`src/hdl/hla_pkg.sv`:
```
// ----------------------------------------------------------------------------
// Hough line accumulator package
// Sizes, command codes, queue entry and config types, sine/cosine tables.
// ----------------------------------------------------------------------------
package hla_pkg;

    localparam int ANGLE_BINS  = 256;
    localparam int RHO_BINS    = 512;
    localparam int COUNT_BITS  = 16;
    localparam int ANG_W       = $clog2(ANGLE_BINS);
    localparam int RHO_W       = $clog2(RHO_BINS);
    localparam int ADDR_W      = ANG_W + RHO_W;
    localparam int PEAK_MARGIN = 5;
    localparam int TRIG_W      = 16;
    localparam int PIX_W       = 12;
    localparam int EDGE_W      = 8;
    localparam int CFG_IDX_W   = 3;
    localparam int CFG_DATA_W  = 16;
    localparam int IN_DATA_W   = 56;
    localparam int OUT_DATA_W  = 48;
    localparam int NUM_W       = COUNT_BITS + 8;

    // command codes
    localparam logic [1:0] CMD_CLEAR = 2'd0;
    localparam logic [1:0] CMD_VOTE  = 2'd1;
    localparam logic [1:0] CMD_READ  = 2'd2;

    // register indexes
    localparam logic [CFG_IDX_W-1:0] REG_WIDTH     = 3'd0;
    localparam logic [CFG_IDX_W-1:0] REG_HEIGHT    = 3'd1;
    localparam logic [CFG_IDX_W-1:0] REG_THRESHOLD = 3'd2;
    localparam logic [CFG_IDX_W-1:0] REG_MARGIN    = 3'd3;
    localparam logic [CFG_IDX_W-1:0] REG_RHO_MAX   = 3'd4;
    localparam logic [CFG_IDX_W-1:0] REG_RHO_SCALE = 3'd5;

    typedef struct packed {
        logic [1:0]       cmd;
        logic [PIX_W-1:0] x;
        logic [PIX_W-1:0] y;
        logic [ANG_W-1:0] angle;
        logic [RHO_W-1:0] rho;
    } t_cmd_entry;

    typedef struct packed {
        logic [PIX_W-1:0]  width;
        logic [PIX_W-1:0]  height;
        logic [EDGE_W-1:0] threshold;
        logic [7:0]        margin;
    } t_front_cfg;

    typedef logic signed [TRIG_W-1:0] t_trig;
    typedef logic [ANGLE_BINS-1:0][TRIG_W-1:0] t_trig_rom;

    localparam longint unsigned PI_Q30  = 64'd3373259426;
    localparam longint          ONE_Q30 = 64'd1073741824;

    // Q2.30 to Q1.14, clamped to [0, 1], round half up
    function automatic longint to_q14(input longint v);
        longint q;
        q = (v + 64'sd32768) >>> 16;
        if (v <= 0) begin
            q = 0;
        end else if (q > 16384) begin
            q = 16384;
        end
        return q;
    endfunction

    // Taylor term divisor d*(d+1), d from 1 to 16
    function automatic longint unsigned taylor_div(input longint unsigned p, input int d);
        longint unsigned q;
        case (d)
            1:       q = p / 64'd2;
            2:       q = p / 64'd6;
            3:       q = p / 64'd12;
            4:       q = p / 64'd20;
            5:       q = p / 64'd30;
            6:       q = p / 64'd42;
            7:       q = p / 64'd56;
            8:       q = p / 64'd72;
            9:       q = p / 64'd90;
            10:      q = p / 64'd110;
            11:      q = p / 64'd132;
            12:      q = p / 64'd156;
            13:      q = p / 64'd182;
            14:      q = p / 64'd210;
            15:      q = p / 64'd240;
            16:      q = p / 64'd272;
            default: q = p;
        endcase
        return q;
    endfunction

    // Taylor series over the angle folded onto [0, pi/2]
    function automatic t_trig_rom build_trig(input logic want_cos);
        t_trig_rom       rom;
        longint unsigned j, x, x2, term;
        longint          s, c, v;
        logic            upper;
        for (int a = 0; a < ANGLE_BINS; a++) begin
            j = longint'(a);
            upper = 1'b0;
            if (2 * a > ANGLE_BINS) begin
                j = longint'(ANGLE_BINS - a);
                upper = 1'b1;
            end
            x  = (j * PI_Q30) / ANGLE_BINS;
            x2 = (x * x) >> 30;
            s = longint'(x);
            term = x;
            for (int k = 1; k <= 8; k++) begin
                term = taylor_div((term * x2) >> 30, 2 * k);
                s = ((k & 1) != 0) ? s - longint'(term) : s + longint'(term);
            end
            c = ONE_Q30;
            term = ONE_Q30;
            for (int k = 1; k <= 8; k++) begin
                term = taylor_div((term * x2) >> 30, 2 * k - 1);
                c = ((k & 1) != 0) ? c - longint'(term) : c + longint'(term);
            end
            if (want_cos) begin
                v = upper ? -to_q14(c) : to_q14(c);
            end else begin
                v = to_q14(s);
            end
            rom[a] = v[TRIG_W-1:0];
        end
        return rom;
    endfunction

    localparam t_trig_rom SIN_ROM = build_trig(1'b0);
    localparam t_trig_rom COS_ROM = build_trig(1'b1);

endpackage

```
`src/hdl/hla_fifo.sv`:
```
// ----------------------------------------------------------------------------
// Hough command queue
// Four-entry queue of classified commands between front and back.
// ----------------------------------------------------------------------------
module hla_fifo (
    input  logic                i_clk,
    input  logic                i_rst_n,
    input  logic                i_push,
    input  hla_pkg::t_cmd_entry i_data,
    output logic                o_full,
    output logic                o_valid,
    output hla_pkg::t_cmd_entry o_data,
    input  logic                i_pop
);
    import hla_pkg::*;

    localparam int DEPTH = 4;
    localparam int PTR_W = $clog2(DEPTH);

    t_cmd_entry       r_mem [DEPTH];
    logic [PTR_W-1:0] r_wr, r_rd;
    logic [PTR_W:0]   r_count;

    assign o_full  = (r_count == (PTR_W+1)'(DEPTH));
    assign o_valid = (r_count != '0);
    assign o_data  = r_mem[r_rd];

    // storage
    always_ff @(posedge i_clk) begin
        if (i_push) begin
            r_mem[r_wr] <= i_data;
        end
    end

    // pointers and fill count
    always_ff @(posedge i_clk) begin
        if (!i_rst_n) begin
            r_wr    <= '0;
            r_rd    <= '0;
            r_count <= '0;
        end else begin
            if (i_push) begin
                r_wr <= r_wr + 1'b1;
            end
            if (i_pop) begin
                r_rd <= r_rd + 1'b1;
            end
            if (i_push && !i_pop) begin
                r_count <= r_count + 1'b1;
            end else if (!i_push && i_pop) begin
                r_count <= r_count - 1'b1;
            end
        end
    end

endmodule

```
`config.mk`:
```
export PLATFORM = sky130hd
export DESIGN_NAME = hla_fifo
export DESIGN_NICKNAME = d
export VERILOG_FILES = /design/src/hdl/hla_pkg.sv /design/src/hdl/hla_fifo.sv
export SDC_FILE = /design/constraint.sdc
export NUM_CORES = 1
export LEC_CHECK = 0
export BUFFER_PORTS_ARGS = -buffer_cell sky130_fd_sc_hd__buf_2
export CAP_MARGIN = 25
export CORE_AREA = 2 2 109 111
export DETAILED_ROUTE_END_ITERATION = 8
export DIE_AREA = 0 0 111 113
export HOLD_SLACK_MARGIN = 0.08
export PLACE_DENSITY = 0.82
export SETUP_SLACK_MARGIN = 0.02
export SYNTH_ARGS = -nofsm -noshare
export SYNTH_HDL_FRONTEND = slang
export SYNTH_SLANG_ARGS = --single-unit
export TNS_END_PERCENT = 5
```
`constraint.sdc`:
```
create_clock -name i_clk -period 5.2 [get_ports i_clk]
set_input_delay 0.78 -clock i_clk [delete_from_list [all_inputs] [get_ports i_clk]]
set_output_delay 0.78 -clock i_clk [all_outputs]
set_load 0.01 [all_outputs]
```
==> results_dict.tcl <==
set metrics [dict create \
    nNetsFinal 426 \
    p_comb_share_pct 8.9 \
    ctsLongestPathBuffers 2 \
    finClkSkew_ns 0.00765 \
    p_seq_share_pct 54.5 \
    grt_max_degree 44 \
    path_cells "mux4_1, buf_2" \
    slowest_stage "dfxtp_4" \
    wl_per_cell_um 20.8 \
    power.internal_mw 2.47 \
    cpPeakStageDelay_ns 0.92 \
    ys_seq_elements 181 \
    crit_path_end_kind "output port" \
    cts_root_buf "clkbuf_16" \
    slew_violations 0 \
    grt_antenna_before_repair 1 \
    tns_ns 0 \
    netlist_area_um2 6710 \
    grt_overflow 0 \
    cts_made_buffers 17 \
    fin_crit_sh_pct 56.6 \
    p_sw_uw 688 \
    area_growth_pct 16.7 \
    synthCells 268 \
    synthFlopType "edfxtp_1" \
    cp.depth 2 \
    cts_tree "done" \
    post_cts_resized 0 \
    critical_path_class "reg -> out" \
    swShare_pct 21.8 \
    grt_pass1_vias 3205 \
    final_cell_mix "172 x edfxtp_1, 91 x buf_2, 40 x mux4_2" \
    wl_mm 11.0 \
    core_area_um2 11300 \
    hold-path-cell-count 2 \
    r2r_cells 3 \
    cp.required_ns 4.42 \
    gp_congestion 0.698 \
    hold_class "reg -> reg" \
    fin_crit_ns 2.94 \
    htree_num_levels 4 \
    clk_pin_slew_ns 0.06 \
    synthAdderAreaFrac_pct 1.23 \
    hold_slack_ns 0.534 \
    synth_edf_count 172 \
    dieArea_um2 12500 \
    place_hpwl_mm 6.53 \
    path_buf_inv 1 \
    synth-async-reset-ratio_pct 0 \
    pre_cts_slack_ns 2.62 \
    synthesis.nets 321 \
    cellPowerDensity_nw_per_um2 403 \
    avgViaCountPerCell 5.65 \
    critPathTopFamily "flip-flops" \
    clockPowerShare_pct 36.7 \
    first_pass_iters 4 \
    cp.arrival_ns 2.16 \
    fmax_mhz 340 \
    postRouteAntennaNets 0 \
    grt_pass1_wl_mm 17.3 \
    die_h_um 113 \
    yosys.area_share.xor_xnor_pct 0.653 \
    synthSimpleGateAreaFrac_pct 1.38 \
    peakVddDrop_mv 0.231 \
    cts_hold_buf 0 \
    p_total_mw 3.16 \
    synth_cell_type_count 21 \
    rows 39 \
    cap_viol_max_count 0 \
    synth_top_family_by_area "multiplexers" \
    yosysWarnings 0 \
    fillers 711 \
    port_buffers 91 \
    crit_fanout 43 \
    drc_errors 0 \
    synthMuxAreaShare_pct 14.9 \
    die_x_um 111 \
    drive_above_1_share_pct 44.2 \
    synth.avg_cell_area_um2 25.0 \
    clk_latency_ns 0.42 \
    setup_viol 0 \
    final_common_cell "edfxtp_1" \
    num_vias 2989 \
    status "complete, no violations" \
    synth_compound_area_share_pct 0.187 \
    worst_pin_slew_ns 0.867 \
    leakagePower_nw 2.69 \
    cts_setup_buffers 0 \
    synth_seq_area_share_pct 79.7 \
    io_pins 92 \
    start_util_pct 59.5 \
    rsz0062_at_grt "false" \
    fin_ws_ns 2.26 \
    cp-start-kind "register" \
    max-slew-margin-rel_pct 42.2 \
    track_usage_pct 18.9 \
    clock-sinks 181 \
    finalHoldViolCount 0 \
    drtIter0Drc 249 \
]
==> power by group through the flow <==
stage	clock (mW)	combinational, mW	sequential (mW)
global route	1.23	0.303	1.73
floorplan	0	0.203	1.72
finish	1.16	0.280	1.72
detailed placement	0	0.285	1.75
CTS	1.17	0.286	1.72
global placement	0	0.268	1.75
==> layer usage <==
metal  GRT usage [%]  share of wire [%]
met3            6.37                6.1
met2            30.3                 50
met5               0                  0
met4            6.67                1.7
met1            24.9                 42
==> final timing paths <==
check,start,slack [ns],endpoint
worst max-delay path,register,2.26,o_data[38]
worst min-delay path,r_count[2],0.53,r_count[2]
worst max register to register,r_wr[0],3.31,r_mem[3][21]
worst min register to register,r_count[2],0.53,r_count[2]
==> kinds of logic (layout without fill, tap and decap cells) <==
| group | count (synthesis) | after routing |
|---|---|---|
| AO/OA/AOI/OAI | 2 | 2 |
| XOR/XNOR | 5 | 5 |
| adder cells (fa/ha/maj) | 6 | 6 |
| buffers and inverters | 14 | 131 |
| flip-flops | 181 | 181 |
| multiplexers | 45 | 45 |
| other | 0 | 1 |
| AND/OR/NAND/NOR | 15 | 15 |
==> per-stage QoR <==
| step | std cells | util (%) | instance area, um^2 |
|---|---|---|---|
| after floorplan | 268 | - | 6710 |
| after global placement | 496 | 64.5 | 7270 |
| after detailed placement | 497 | 64.6 | 7290 |
| after CTS | 528 | 69.4 | 7820 |
| after global routing | 528 | 69.4 | 7820 |
| final | 529 | 69.4 | 7820 |
==> tightest hold or removal path, cell delays in order (launching register included) <==
cell,delay [ns]
dfxtp_1,0.32
o21ai_0,0.07
a21boi_0,0.09
==> sequential cells by signal, indices dropped and copies added, names as in the netlist, named ones only <==
register and count:
r_count 3, r_rd 2, r_mem 172, r_wr 2
==> synthesized netlist by cell type, types with 3 or more instances <==
master    number  area (um^2)
and2_1         9         56.3
mux4_1         3         78.8
ha_1           5         62.6
buf_12         4         80.1
inv_1          4         15.0
xor2_1         3         26.3
dfxtp_1        9          180
buf_2          4         20.0
mux4_2        40          901
edfxtp_1     172         5160
==> final cells by class <==
class                      instances  area [um^2]  share of cell area [%]
antenna                            1         2.50                  0.0320
multi-input combinational         73         1240                    15.8
clock inverter                    14          110                    1.41
sequential                       181         5350                    68.4
tap                              143          179                    2.29
timing repair buffer              96          505                    6.46
clock buffer                      17          425                    5.44
inverter                           4         15.0                   0.192
No activity file was read; power rests on OpenSTA's default activity.
