[config.mk]
export PLATFORM = sky130hd
export DESIGN_NAME = hla_front
export DESIGN_NICKNAME = d
export VERILOG_FILES = /design/src/hdl/hla_pkg.sv /design/src/hdl/hla_front.sv
export SDC_FILE = /design/constraint.sdc
export NUM_CORES = 1
export LEC_CHECK = 0
export BUFFER_PORTS_ARGS = -buffer_cell sky130_fd_sc_hd__buf_2
export CORE_MARGIN = 1
export CORE_UTILIZATION = 45
export DETAILED_ROUTE_END_ITERATION = 16
export GPL_TIMING_DRIVEN = 0
export PLACE_DENSITY = 0.85
export SYNTH_ARGS = -nofsm -noshare
export SYNTH_HDL_FRONTEND = slang
export SYNTH_SLANG_ARGS = --single-unit
[constraint.sdc]
create_clock -name vclk -period 9.83
set_clock_uncertainty 0.1 [all_clocks]
set_input_delay 0.4915 -clock vclk [all_inputs]
set_output_delay 0.4915 -clock vclk [all_outputs]
set_load 0.005 [all_outputs]
[src/hdl/hla_pkg.sv]
// ----------------------------------------------------------------------------
// Hough line accumulator package
// Sizes, command codes, queue entry and config types, sine/cosine tables.
// ----------------------------------------------------------------------------
package hla_pkg;

    localparam int ANGLE_BINS  = 256;
    localparam int RHO_BINS    = 512;
    localparam int COUNT_BITS  = 16;
    localparam int ANG_W       = $clog2(ANGLE_BINS);
    localparam int RHO_W       = $clog2(RHO_BINS);
    localparam int ADDR_W      = ANG_W + RHO_W;
    localparam int PEAK_MARGIN = 5;
    localparam int TRIG_W      = 16;
    localparam int PIX_W       = 12;
    localparam int EDGE_W      = 8;
    localparam int CFG_IDX_W   = 3;
    localparam int CFG_DATA_W  = 16;
    localparam int IN_DATA_W   = 56;
    localparam int OUT_DATA_W  = 48;
    localparam int NUM_W       = COUNT_BITS + 8;

    // command codes
    localparam logic [1:0] CMD_CLEAR = 2'd0;
    localparam logic [1:0] CMD_VOTE  = 2'd1;
    localparam logic [1:0] CMD_READ  = 2'd2;

    // register indexes
    localparam logic [CFG_IDX_W-1:0] REG_WIDTH     = 3'd0;
    localparam logic [CFG_IDX_W-1:0] REG_HEIGHT    = 3'd1;
    localparam logic [CFG_IDX_W-1:0] REG_THRESHOLD = 3'd2;
    localparam logic [CFG_IDX_W-1:0] REG_MARGIN    = 3'd3;
    localparam logic [CFG_IDX_W-1:0] REG_RHO_MAX   = 3'd4;
    localparam logic [CFG_IDX_W-1:0] REG_RHO_SCALE = 3'd5;

    typedef struct packed {
        logic [1:0]       cmd;
        logic [PIX_W-1:0] x;
        logic [PIX_W-1:0] y;
        logic [ANG_W-1:0] angle;
        logic [RHO_W-1:0] rho;
    } t_cmd_entry;

    typedef struct packed {
        logic [PIX_W-1:0]  width;
        logic [PIX_W-1:0]  height;
        logic [EDGE_W-1:0] threshold;
        logic [7:0]        margin;
    } t_front_cfg;

    typedef logic signed [TRIG_W-1:0] t_trig;
    typedef logic [ANGLE_BINS-1:0][TRIG_W-1:0] t_trig_rom;

    localparam longint unsigned PI_Q30  = 64'd3373259426;
    localparam longint          ONE_Q30 = 64'd1073741824;

    // Q2.30 to Q1.14, clamped to [0, 1], round half up
    function automatic longint to_q14(input longint v);
        longint q;
        q = (v + 64'sd32768) >>> 16;
        if (v <= 0) begin
            q = 0;
        end else if (q > 16384) begin
            q = 16384;
        end
        return q;
    endfunction

    // Taylor term divisor d*(d+1), d from 1 to 16
    function automatic longint unsigned taylor_div(input longint unsigned p, input int d);
        longint unsigned q;
        case (d)
            1:       q = p / 64'd2;
            2:       q = p / 64'd6;
            3:       q = p / 64'd12;
            4:       q = p / 64'd20;
            5:       q = p / 64'd30;
            6:       q = p / 64'd42;
            7:       q = p / 64'd56;
            8:       q = p / 64'd72;
            9:       q = p / 64'd90;
            10:      q = p / 64'd110;
            11:      q = p / 64'd132;
            12:      q = p / 64'd156;
            13:      q = p / 64'd182;
            14:      q = p / 64'd210;
            15:      q = p / 64'd240;
            16:      q = p / 64'd272;
            default: q = p;
        endcase
        return q;
    endfunction

    // Taylor series over the angle folded onto [0, pi/2]
    function automatic t_trig_rom build_trig(input logic want_cos);
        t_trig_rom       rom;
        longint unsigned j, x, x2, term;
        longint          s, c, v;
        logic            upper;
        for (int a = 0; a < ANGLE_BINS; a++) begin
            j = longint'(a);
            upper = 1'b0;
            if (2 * a > ANGLE_BINS) begin
                j = longint'(ANGLE_BINS - a);
                upper = 1'b1;
            end
            x  = (j * PI_Q30) / ANGLE_BINS;
            x2 = (x * x) >> 30;
            s = longint'(x);
            term = x;
            for (int k = 1; k <= 8; k++) begin
                term = taylor_div((term * x2) >> 30, 2 * k);
                s = ((k & 1) != 0) ? s - longint'(term) : s + longint'(term);
            end
            c = ONE_Q30;
            term = ONE_Q30;
            for (int k = 1; k <= 8; k++) begin
                term = taylor_div((term * x2) >> 30, 2 * k - 1);
                c = ((k & 1) != 0) ? c - longint'(term) : c + longint'(term);
            end
            if (want_cos) begin
                v = upper ? -to_q14(c) : to_q14(c);
            end else begin
                v = to_q14(s);
            end
            rom[a] = v[TRIG_W-1:0];
        end
        return rom;
    endfunction

    localparam t_trig_rom SIN_ROM = build_trig(1'b0);
    localparam t_trig_rom COS_ROM = build_trig(1'b1);

endpackage

[src/hdl/hla_front.sv]
// ----------------------------------------------------------------------------
// Hough front end
// Accepts commands, drops the unused command code and votes outside the region or not above the threshold.
// ----------------------------------------------------------------------------
module hla_front (
    input  logic                s_axis_tvalid,
    output logic                s_axis_tready,
    input  logic [55:0]         s_axis_tdata,  // x, y, edge, angle, rho
    input  logic [1:0]          s_axis_tuser,  // command
    input  hla_pkg::t_front_cfg i_cfg,
    input  logic                i_queue_full,
    input  logic                i_init_busy,
    output logic                o_push,
    output hla_pkg::t_cmd_entry o_entry
);
    import hla_pkg::*;

    logic [PIX_W-1:0]  x, y;
    logic [EDGE_W-1:0] edge_val;
    logic [PIX_W:0]    x_end, y_end;
    logic              in_region, keep;

    assign x        = s_axis_tdata[11:0];
    assign y        = s_axis_tdata[23:12];
    assign edge_val = s_axis_tdata[31:24];

    // margin <= x < width - margin, same for y
    assign x_end = {1'b0, x} + {5'b0, i_cfg.margin};
    assign y_end = {1'b0, y} + {5'b0, i_cfg.margin};
    assign in_region = (x >= {4'b0, i_cfg.margin}) && (x_end < {1'b0, i_cfg.width})
                    && (y >= {4'b0, i_cfg.margin}) && (y_end < {1'b0, i_cfg.height});

    // classify
    always_comb begin
        unique case (s_axis_tuser)
            CMD_CLEAR: keep = 1'b1;
            CMD_READ:  keep = 1'b1;
            CMD_VOTE:  keep = in_region && (edge_val > i_cfg.threshold);
            default:   keep = 1'b0;
        endcase
    end

    assign s_axis_tready = !i_queue_full && !i_init_busy;
    assign o_push        = s_axis_tvalid && s_axis_tready && keep;

    assign o_entry.cmd   = s_axis_tuser;
    assign o_entry.x     = x;
    assign o_entry.y     = y;
    assign o_entry.angle = s_axis_tdata[39:32];
    assign o_entry.rho   = s_axis_tdata[48:40];

endmodule

==> results.txt, run 1 <==
Max Fclk = 217 MHz
Remaining Overflow, GRT = 0
Register Area = 0 um^2
GRT Resource Usage Total = 0.196
Via count = 2,446
Simple-gate share of the synthesized area = 0.146
Post-synth top area share = 0.334
Global-route wire length before repair = 8770 um
Die width = 73.9 um
Vias in the first global route = 2,216
Drt via density = 4.81
Multiplexer share of the synthesized area = 0
Resize count post-CTS = 0
Placement Rows = 25
Syn Nets = 484
Critical Path RT = 9.24 ns
GP Congestion = 0.824
WL per Instance = 10.8 um
Mean Syn Cell Area = 7.28 um^2
Number of post-CTS setup repair buffers = 0
Cell Pwr Density = 48.8 nW/um^2
Die Height = 73.9 um
Peak VDD IR = 0.0249 mV
Final core utilization = 0.622
Antenna-violating nets left = 0
ANT cells = 0
Commonest non-fill, non-tap cell in the layout = buf_2
Syn Inst Count = 319
DRC viols = 0
Minimum clock period = 4.62 ns
Layout cells sized above 1 = 0.395
Ranking of synthesized cells by area = ha_1 (33%), buf_4 (14%), inv_1 (9.0%), a21oi_1 (5.6%), xnor2_1 (3.8%)
Relative slew slack = 0.778
Worst-path fanout max = 4
Seq/Total Area, Yosys = 0
Detailed Place HPWL = 5060 um
Startpoint Class = input pin
Final setup violating endpoints = 0
Final worst path period share = 0.470
Clock buf count = 0
Main combinational cell family by area after synthesis = adder cells
Total wire length = 5500 um
Largest net degree at the start of global routing = 10
# nets final = 608
Cell taking the most area after synthesis = ha_1
CP Cell Sequence = buf_2 > ha_1 > inv_1 > fa_1 > o21ba_2 > o21ai_1 > a31oi_1 > a21oi_1 > nand3_1 > xnor2_1 > ha_1 > a21oi_1 > o22ai_1 > nor4_1 > nand3_1 > or4_1 > o32ai_1 > buf_2
Max Cap Violations = 0
RSZ-0062 raised after global routing = false
Initial core utilization = 0.479
Synth Cell Area = 2320 um^2
CP max stage delay = 0.41 ns
Worst Tran Pin Value = 0.333 ns
# IOs = 146
Pre-antenna DRT Iters = 4
Initial antenna violation count = 0
Critical Path End Type = output pin
Status = completed
Hold crit path type = in2out
I/O Buffers = 122
Leak Pwr = 1.79 nW
Setup TNS = 0 ns
Adder-cell share of the synthesized area = 0.351
Worst path slowest cell = or4_1
Area growth syn-to-layout = 29.9%
WP data arrival = 4.03 ns
FFs & Latches = 0
Die area = 5450 um^2
YS warnings = 0
Core area = 4850 um^2
WHS = 1.05 ns
Most frequent cells in the layout = buf_2 (123), ha_1 (62), inv_1 (56)
XOR/XNOR Fraction of Synth Area = 0.0754
DRT iter0 DRCs = 105
Final Hold Vio Count = 0
Post-synthesis compound-gate area fraction = 0.196
Fin. max-slew vios = 0
Unique masters post-synth = 43
Post-CTS Hold Buffers = 0
Setup CP Type = in2out
-- where the power goes --
part,switching (mW),internal [mW]
sequential,0,0
clock,0,0
combinational,0.0731,0.0742
total,0.0731,0.0742
-- kinds of logic after synthesis --
group | after synthesis
AO/OA/AOI/OAI | 68
buffers and inverters | 100
adder cells (fa/ha/maj) | 64
AND/OR/NAND/NOR | 67
XOR/XNOR | 20
-- layout make-up --
class,count,area (um^2)
fillers,450,1830
multi-input cells,219,1790
repair buffers,122,611
plain buffers,44,328
inverters,56,210
well taps,67,83.8
-- Yosys cell counts (3+ instances only) --
cell type / instances
a211oi_1: 5
a21oi_1: 26
a31oi_1: 4
and3_1: 4
buf_4: 43
ha_1: 62
inv_1: 56
nand2_1: 10
nand2b_1: 7
nand3_1: 7
nor2_1: 22
nor4_1: 4
o211ai_1: 3
o21ai_0: 7
o21ai_1: 4
xnor2_1: 10
xor2_1: 10
-- final timing paths --
| check | depth (start not counted) | to | startpoint |
|---|---|---|---|
| setup / recovery | 18 | o_push | i_cfg[0] |
| hold / removal | 2 | o_entry[14] | s_axis_tdata[37] |
-- critical path: cells and delay by family --
family | cells | cell delay, ns
buf+inv | 3 | 0.33
fa+ha+maj | 3 | 0.85
compound gates | 7 | 1.28
xor+xnor | 1 | 0.14
simple gates | 4 | 0.93
-- per-stage QoR --
stage	setup WS [ns]	total power, mW	cells	area [um^2]
floorplan	5.74	0.0988	319	2320
global placement	5.20	0.141	508	3020
detailed placement	5.20	0.147	508	3020
CTS	5.17	0.148	508	3020
global route	4.93	0.168	508	3020
finish	5.21	0.147	508	3020
-- layer usage --
layer,vias up,wire length [um],part of all wire,track usage
met5,-,0,0,0
met4,0,10,0.0018,0.0214
met3,2,382,0.069,0.0219
met2,94,2840,0.52,0.407
met1,1061,2270,0.41,0.212
li1,1289,-,-,-
Power figures use the tool's default switching activity.
==> inputs of run 2 (changes only) <==
- ABC_AREA: not set -> 1
- PLACE_DENSITY: 0.85 -> 0.83
- clock period: 9.83 -> 4.85 ns (I/O delays scaled with it)
==> run 2 against run 1 <==
  * Sequential share of layout area stayed put
  * Core utilization is 1.3 points lower
  * Cell count is 14% higher
  * Critical path depth is 4 higher
  * Routed wire length is 6.3% higher
  * Die area is 6.3% higher
  * Combinational power is 120% higher
  * First-iteration DRC count is 38% lower
  * Global-route usage is 0.055 points lower
==> results.txt, run 2 <==
I/O Buffers = 122 (unchanged)
Cell Pwr Density = 101 nW/um^2 (+110%)
Vias in the first global route = 2,561 (+16%)
Gate power share = 1.000 (about the same)
Clock buf count = 0 (unchanged)
Clock Power Share = 0 (unchanged)
Area growth syn-to-layout = 28.2%
RSZ-0062 raised after global routing = false
Global-route wire length before repair = 9940 um (+13%)
Commonest non-fill, non-tap cell in the layout = buf_2
Startpoint Class = input pin
WL per Instance = 10.1 um (-6.7%)
Relative slew slack = 0.726 (-0.0524)
Ranking of synthesized cells by area = ha_1 (31%), buf_4 (13%), inv_1 (12%), nand2_1 (9.9%), xor2_1 (6.7%)
Synth Cell Area = 2470 um^2 (+6.5%)
Total wire length = 5850 um (+6.3%)
Die area = 5800 um^2 (+6.3%)
Placement Rows = 26 (+4.0%)
GRT Resource Usage Total = 0.195 (-0.000555)
Top routing layer in use = met4
WL met1 = 2500 um (+9.9%)
YS warnings = 0 (unchanged)
Sw frac = 0.532 (+0.0358)
Seq/Total Area, Yosys = 0 (unchanged)
Part of the power in registers = 0 (unchanged)
Largest net degree at the start of global routing = 7 (-3)
Number of post-CTS setup repair buffers = 0 (unchanged)
Final WS setup = 1.45 ns (-3.77 ns)
Via count = 2,666 (+9.0%)
Cell taking the most area after synthesis = ha_1
Internal Pwr Total = 0.150 mW (+100%)
Worst Tran Pin Value = 0.408 ns (+0.0755 ns)
Drt via density = 4.60 (-4.4%)
Remaining Overflow, GRT = 0 (unchanged)
Register Area = 0 um^2 (unchanged)
# IOs = 146 (unchanged)
Peak VDD IR = 0.0553 mV (+120%)
Core area = 5200 um^2 (+7.4%)
# nets final = 676 (+11%)
Critical Path End Type = output pin
Mean Syn Cell Area = 6.40 um^2 (-12%)
DRC viols = 0 (unchanged)
Initial core utilization = 0.475 (-0.00374)
Post-Place Worst Slack = 1.43 ns (-3.77 ns)
Post-synthesis compound-gate area fraction = 0.133 (-0.0625)
Minimum clock period = 3.40 ns
FFs & Latches = 0 (unchanged)
Final setup violating endpoints = 0 (unchanged)
Cell with the most instances after synthesis = inv_1
Status = completed
Met2 WL = 2930 um (+3.3%)
Resize count post-CTS = 0 (unchanged)
Final Hold Vio Count = 0 (unchanged)
WP data arrival = 3.06 ns (-0.97 ns)
Adder-cell share of the synthesized area = 0.330 (-0.0215)
Fin. max-slew vios = 0 (unchanged)
Placed cell count = 579 (+14%)
Met3 routed WL = 332 um (-13%)
Unique masters post-synth = 29 (-33%)
Filler cell count = 522 (+16%)
Simple-gate share of the synthesized area = 0.206 (+0.0598)
Final worst path period share = 0.702
Max Fclk = 294 MHz
Die Height = 76.2 um (+3.1%)
Post-synth top area share = 0.313 (-0.0204)
Die width = 76.2 um (+3.1%)
Setup CP Type = in2out
Most frequent cells after synthesis = inv_1 (78), nand2_1 (65), ha_1 (62)
Leak Pwr = 2.05 nW (+15%)
Syn Nets = 552 (+14%)
Initial antenna violation count = 0 (unchanged)
GP Congestion = 0.911 (+11%)
Setup TNS = 0 ns (unchanged)
Layout cells sized above 1 = 0.363 (-0.0311)
Hold crit path type = in2out
ANT cells = 0 (unchanged)
Post-CTS Hold Buffers = 0 (unchanged)
XOR/XNOR Fraction of Synth Area = 0.0672 (-0.00815)
DRT iter0 DRCs = 65 (-38%)
Final Power = 0.321 mW (+120%)
Antenna-violating nets left = 0 (unchanged)
Max Cap Violations = 0 (unchanged)
Syn Inst Count = 387 (+21%)
Main combinational cell family by area after synthesis = adder cells
Worst-path fanout max = 4 (unchanged)
Final cell count without fillers = 579 (+14%)
Switching power = 0.171 mW (+130%)
Multiplexer share of the synthesized area = 0 (unchanged)
Most frequent cells in the layout = buf_2 (122), inv_1 (78), nand2_1 (65)
Critical Path RT = 4.51 ns (-4.73 ns)
Pre-antenna DRT Iters = 4 (unchanged)
Detailed Place HPWL = 5390 um (+6.4%)
## run 2: power by group through the flow
stage	clock [mW]	combinational (mW)	sequential [mW]
floorplan	0	0.218	0
global placement	0	0.308	0
detailed placement	0	0.322	0
CTS	0	0.324	0
global route	0	0.368	0
finish	0	0.321	0
## run 2: area by class of cell
class / count / area, um^2 / area share
inverter: 88 / 330 / 0.104
buffer: 43 / 323 / 0.102
multi-input combinational: 256 / 1820 / 0.574
tap: 70 / 87.6 / 0.0276
timing repair buffer: 122 / 611 / 0.192
## run 2: per-layer routing
layer / vias up / global-route usage
li1: 1427 / -
met1: 1128 / 0.225
met2: 101 / 0.390
met3: 10 / 0.0156
met4: 0 / 0.0308
met5: - / 0
## run 2: path summary, 6_finish.rpt
path	cells after the start	slack [ns]	startpoint	to
min	2	0.55	s_axis_tdata[42]	o_entry[2]
max	22	1.45	i_cfg[0]	o_push
## run 2: cell families after synthesis
group                    after synthesis
XOR/XNOR                              19
AO/OA/AOI/OAI                         54
adder cells (fa/ha/maj)               64
buffers and inverters                131
AND/OR/NAND/NOR                      119
## run 2: critical path: stages
cell and delay (ns):
buf_2 0.12, ha_1 0.21, inv_1 0.07, fa_1 0.41, o21ai_1 0.29, nand2_1 0.08
nand2_1 0.10, nand2_1 0.06, nand2_1 0.10, nand3_1 0.09, xor2_1 0.15, ha_1 0.29
nand2_1 0.09, inv_1 0.04, nand2_1 0.05, nand2_1 0.05, nand2_1 0.06, nand3_1 0.08
nor3_2 0.11, nand4_1 0.10, a21oi_1 0.13, buf_2 0.12
## run 2: metrics by stage
step | area (um^2) | hold WS [ns] | utilization
after floorplan | 2470 | 0.419 | -
after global placement | 3170 | 0.551 | 0.610
after detailed placement | 3170 | 0.551 | 0.610
after CTS | 3170 | 0.551 | 0.610
after global routing | 3170 | 0.553 | 0.610
final | 3170 | 0.550 | 0.610
==> inputs of run 3 (changes only) <==
- clock period: 4.85 -> 3.53 ns (I/O delays scaled with it)
==> run 3 against run 2 <==
  * Via count is essentially flat
  * Sequential cell count is the same
  * Final area grew 0.12%
  * Combinational power grew 38%
  * Routed wire length is essentially flat
  * Non-clock buffer count is the same
  * Worst hold slack lost 0.13 ns
  * Critical path depth shrank 4
  * Core utilization grew 0.072 points
  * Power grew 38%
  * Critical path type unchanged
==> results.txt, run 3 (same netlist as run 2, synthesis figures left out) <==
WP data arrival = 2.92 ns (-0.14 ns)
Critical Path End Type = output pin
Antenna-violating nets left = 0 (unchanged)
Max Cap Violations = 0 (unchanged)
Max Fclk = 313 MHz
Final worst path period share = 0.905
Top routing layer in use = met4
Leak Pwr = 2.05 nW (about the same)
Pre-antenna DRT Iters = 4 (unchanged)
Remaining Overflow, GRT = 0 (unchanged)
DRT iter0 DRCs = 61 (-6.2%)
RSZ-0062 raised after global routing = false
Switching power = 0.235 mW (+38%)
Clock Power Share = 0 (unchanged)
Fin. max-slew vios = 0 (unchanged)
Worst path slowest cell = fa_1
Hold Path Depth = 2 (unchanged)
Final setup violating endpoints = 0 (unchanged)
Critical Path RT = 3.25 ns (-1.26 ns)
Worst path top cell family by delay = adder cells
Sw frac = 0.532 (about the same)
Register Area = 0 um^2 (unchanged)
Die area = 5800 um^2 (unchanged)
Minimum clock period = 3.20 ns
Clock buf count = 0 (unchanged)
CP max stage delay = 0.40 ns (about the same)
Global-route wire length before repair = 9940 um (unchanged)
Hold crit path type = in2out
WL per Instance = 10.1 um (about the same)
Drt via density = 4.61 (about the same)
Total wire length = 5850 um (about the same)
Filler cell count = 522 (unchanged)
# IOs = 146 (unchanged)
Met3 routed WL = 329 um (-0.90%)
Worst-path fanout max = 4 (unchanged)
Internal Pwr Total = 0.207 mW (+38%)
FFs & Latches = 0 (unchanged)
Via count = 2,668 (+0.075%)
Commonest non-fill, non-tap cell in the layout = buf_2
Cell Pwr Density = 139 nW/um^2 (+37%)
Status = completed
Die Height = 76.2 um (unchanged)
Die width = 76.2 um (unchanged)
Core area = 5200 um^2 (unchanged)
Layout cells sized above 1 = 0.365 (+0.00196)
GRT Resource Usage Total = 0.195 (unchanged)
Met2 WL = 2930 um (+0.10%)
Vias in the first global route = 2,561 (unchanged)
Buf/Inv on CP = 3 (-1)
Area growth syn-to-layout = 28.4%
Final WS setup = 0.334 ns (-1.11 ns)
Relative slew slack = 0.726 (unchanged)
DRC viols = 0 (unchanged)
WL met1 = 2500 um (-0.16%)
Initial core utilization = 0.475 (unchanged)
ANT cells = 0 (unchanged)
Hold worst-path end = o_entry[2]
Startpoint Class = input pin
Number of post-CTS setup repair buffers = 0 (unchanged)
# nets final = 676 (unchanged)
CP dominant cell by count = a21oi_1
Setup TNS = 0 ns (unchanged)
Placement Rows = 26 (unchanged)
CP Cell Sequence = buf_2 > ha_1 > inv_1 > fa_1 > nand3b_1 > nand2_2 > nand2_2 > a21oi_1 > xor2_1 > ha_1 > a21oi_1 > o21ai_0 > nor2_1 > nand3_1 > nor3_2 > nand4_1 > a21oi_1 > buf_2
Setup CP Type = in2out
Post-Place Worst Slack = 0.239 ns (-1.19 ns)
Final core utilization = 0.610 (+0.000722)
Gate power share = 1.000 (about the same)
Initial antenna violation count = 0 (unchanged)
I/O Buffers = 122 (unchanged)
Final Hold Vio Count = 0 (unchanged)
Largest net degree at the start of global routing = 7 (unchanged)
Peak VDD IR = 0.0760 mV (+37%)
Detailed Place HPWL = 5390 um (unchanged)
Part of the power in registers = 0 (unchanged)
GP Congestion = 0.911 (unchanged)
HP Start = s_axis_tdata[42]
Worst Tran Pin Value = 0.408 ns (unchanged)
Most frequent cells in the layout = buf_2 (122), inv_1 (78), nand2_1 (65)
## run 3: cell counts in the layout (fill, tap and decap cells not counted)
Identical to the previous run, type by type.
## run 3: final cells by class
cell class                      instances  area [um^2]  area share
Buffer                                 43          323       0.102
Tap cell                               70         87.6      0.0276
Inverter                               88          330       0.104
Multi-Input combinational cell        256         1830       0.575
Timing Repair Buffer                  122          611       0.192
## run 3: worst max path at each step
stage	start	end	slack [ns]	depth (start not counted)
2_1_floorplan	s_axis_tdata[0]	o_push	0.79	20
3_3_place_gp	i_cfg[0]	o_push	0.29	22
3_5_place_dp	i_cfg[0]	o_push	0.24	22
4_1_cts	i_cfg[0]	o_push	0.23	22
5_1_grt	i_cfg[0]	o_push	0.02	23
6_report	i_cfg[0]	o_push	0.33	18
## run 3: power groups by stage
stage | Combinational (mW) | Sequential, mW | Clock (mW)
final | 0.442 | 0 | 0
after global routing | 0.506 | 0 | 0
after CTS | 0.445 | 0 | 0
after detailed placement | 0.442 | 0 | 0
after global placement | 0.423 | 0 | 0
after floorplan | 0.300 | 0 | 0
## run 3: per-stage QoR
| step | cell area, um^2 | hold WS [ns] | power [mW] | instances |
|---|---|---|---|---|
| 3_3_place_gp | 3170 | 0.419 | 0.423 | 579 |
| 4_1_cts | 3170 | 0.419 | 0.445 | 579 |
| 6_report | 3180 | 0.418 | 0.442 | 579 |
| 2_1_floorplan | 2470 | 0.287 | 0.300 | 387 |
| 3_5_place_dp | 3170 | 0.419 | 0.442 | 579 |
| 5_1_grt | 3180 | 0.421 | 0.506 | 579 |
## run 3: repair_timing
| item | CTS | global route |
|---|---|---|
| endpoints found under the hold margin | 0 | 0 |
| resized for setup | 0 | 1 |
| endpoints found under the setup margin | 0 | 1 |
| hold buffers | 0 | 0 |
## run 3: layer usage
metal / vias to the layer above / track usage
met5: - / 0
met4: 0 / 0.0308
met3: 10 / 0.0156
met2: 99 / 0.390
met1: 1133 / 0.225
li1: 1426 / -
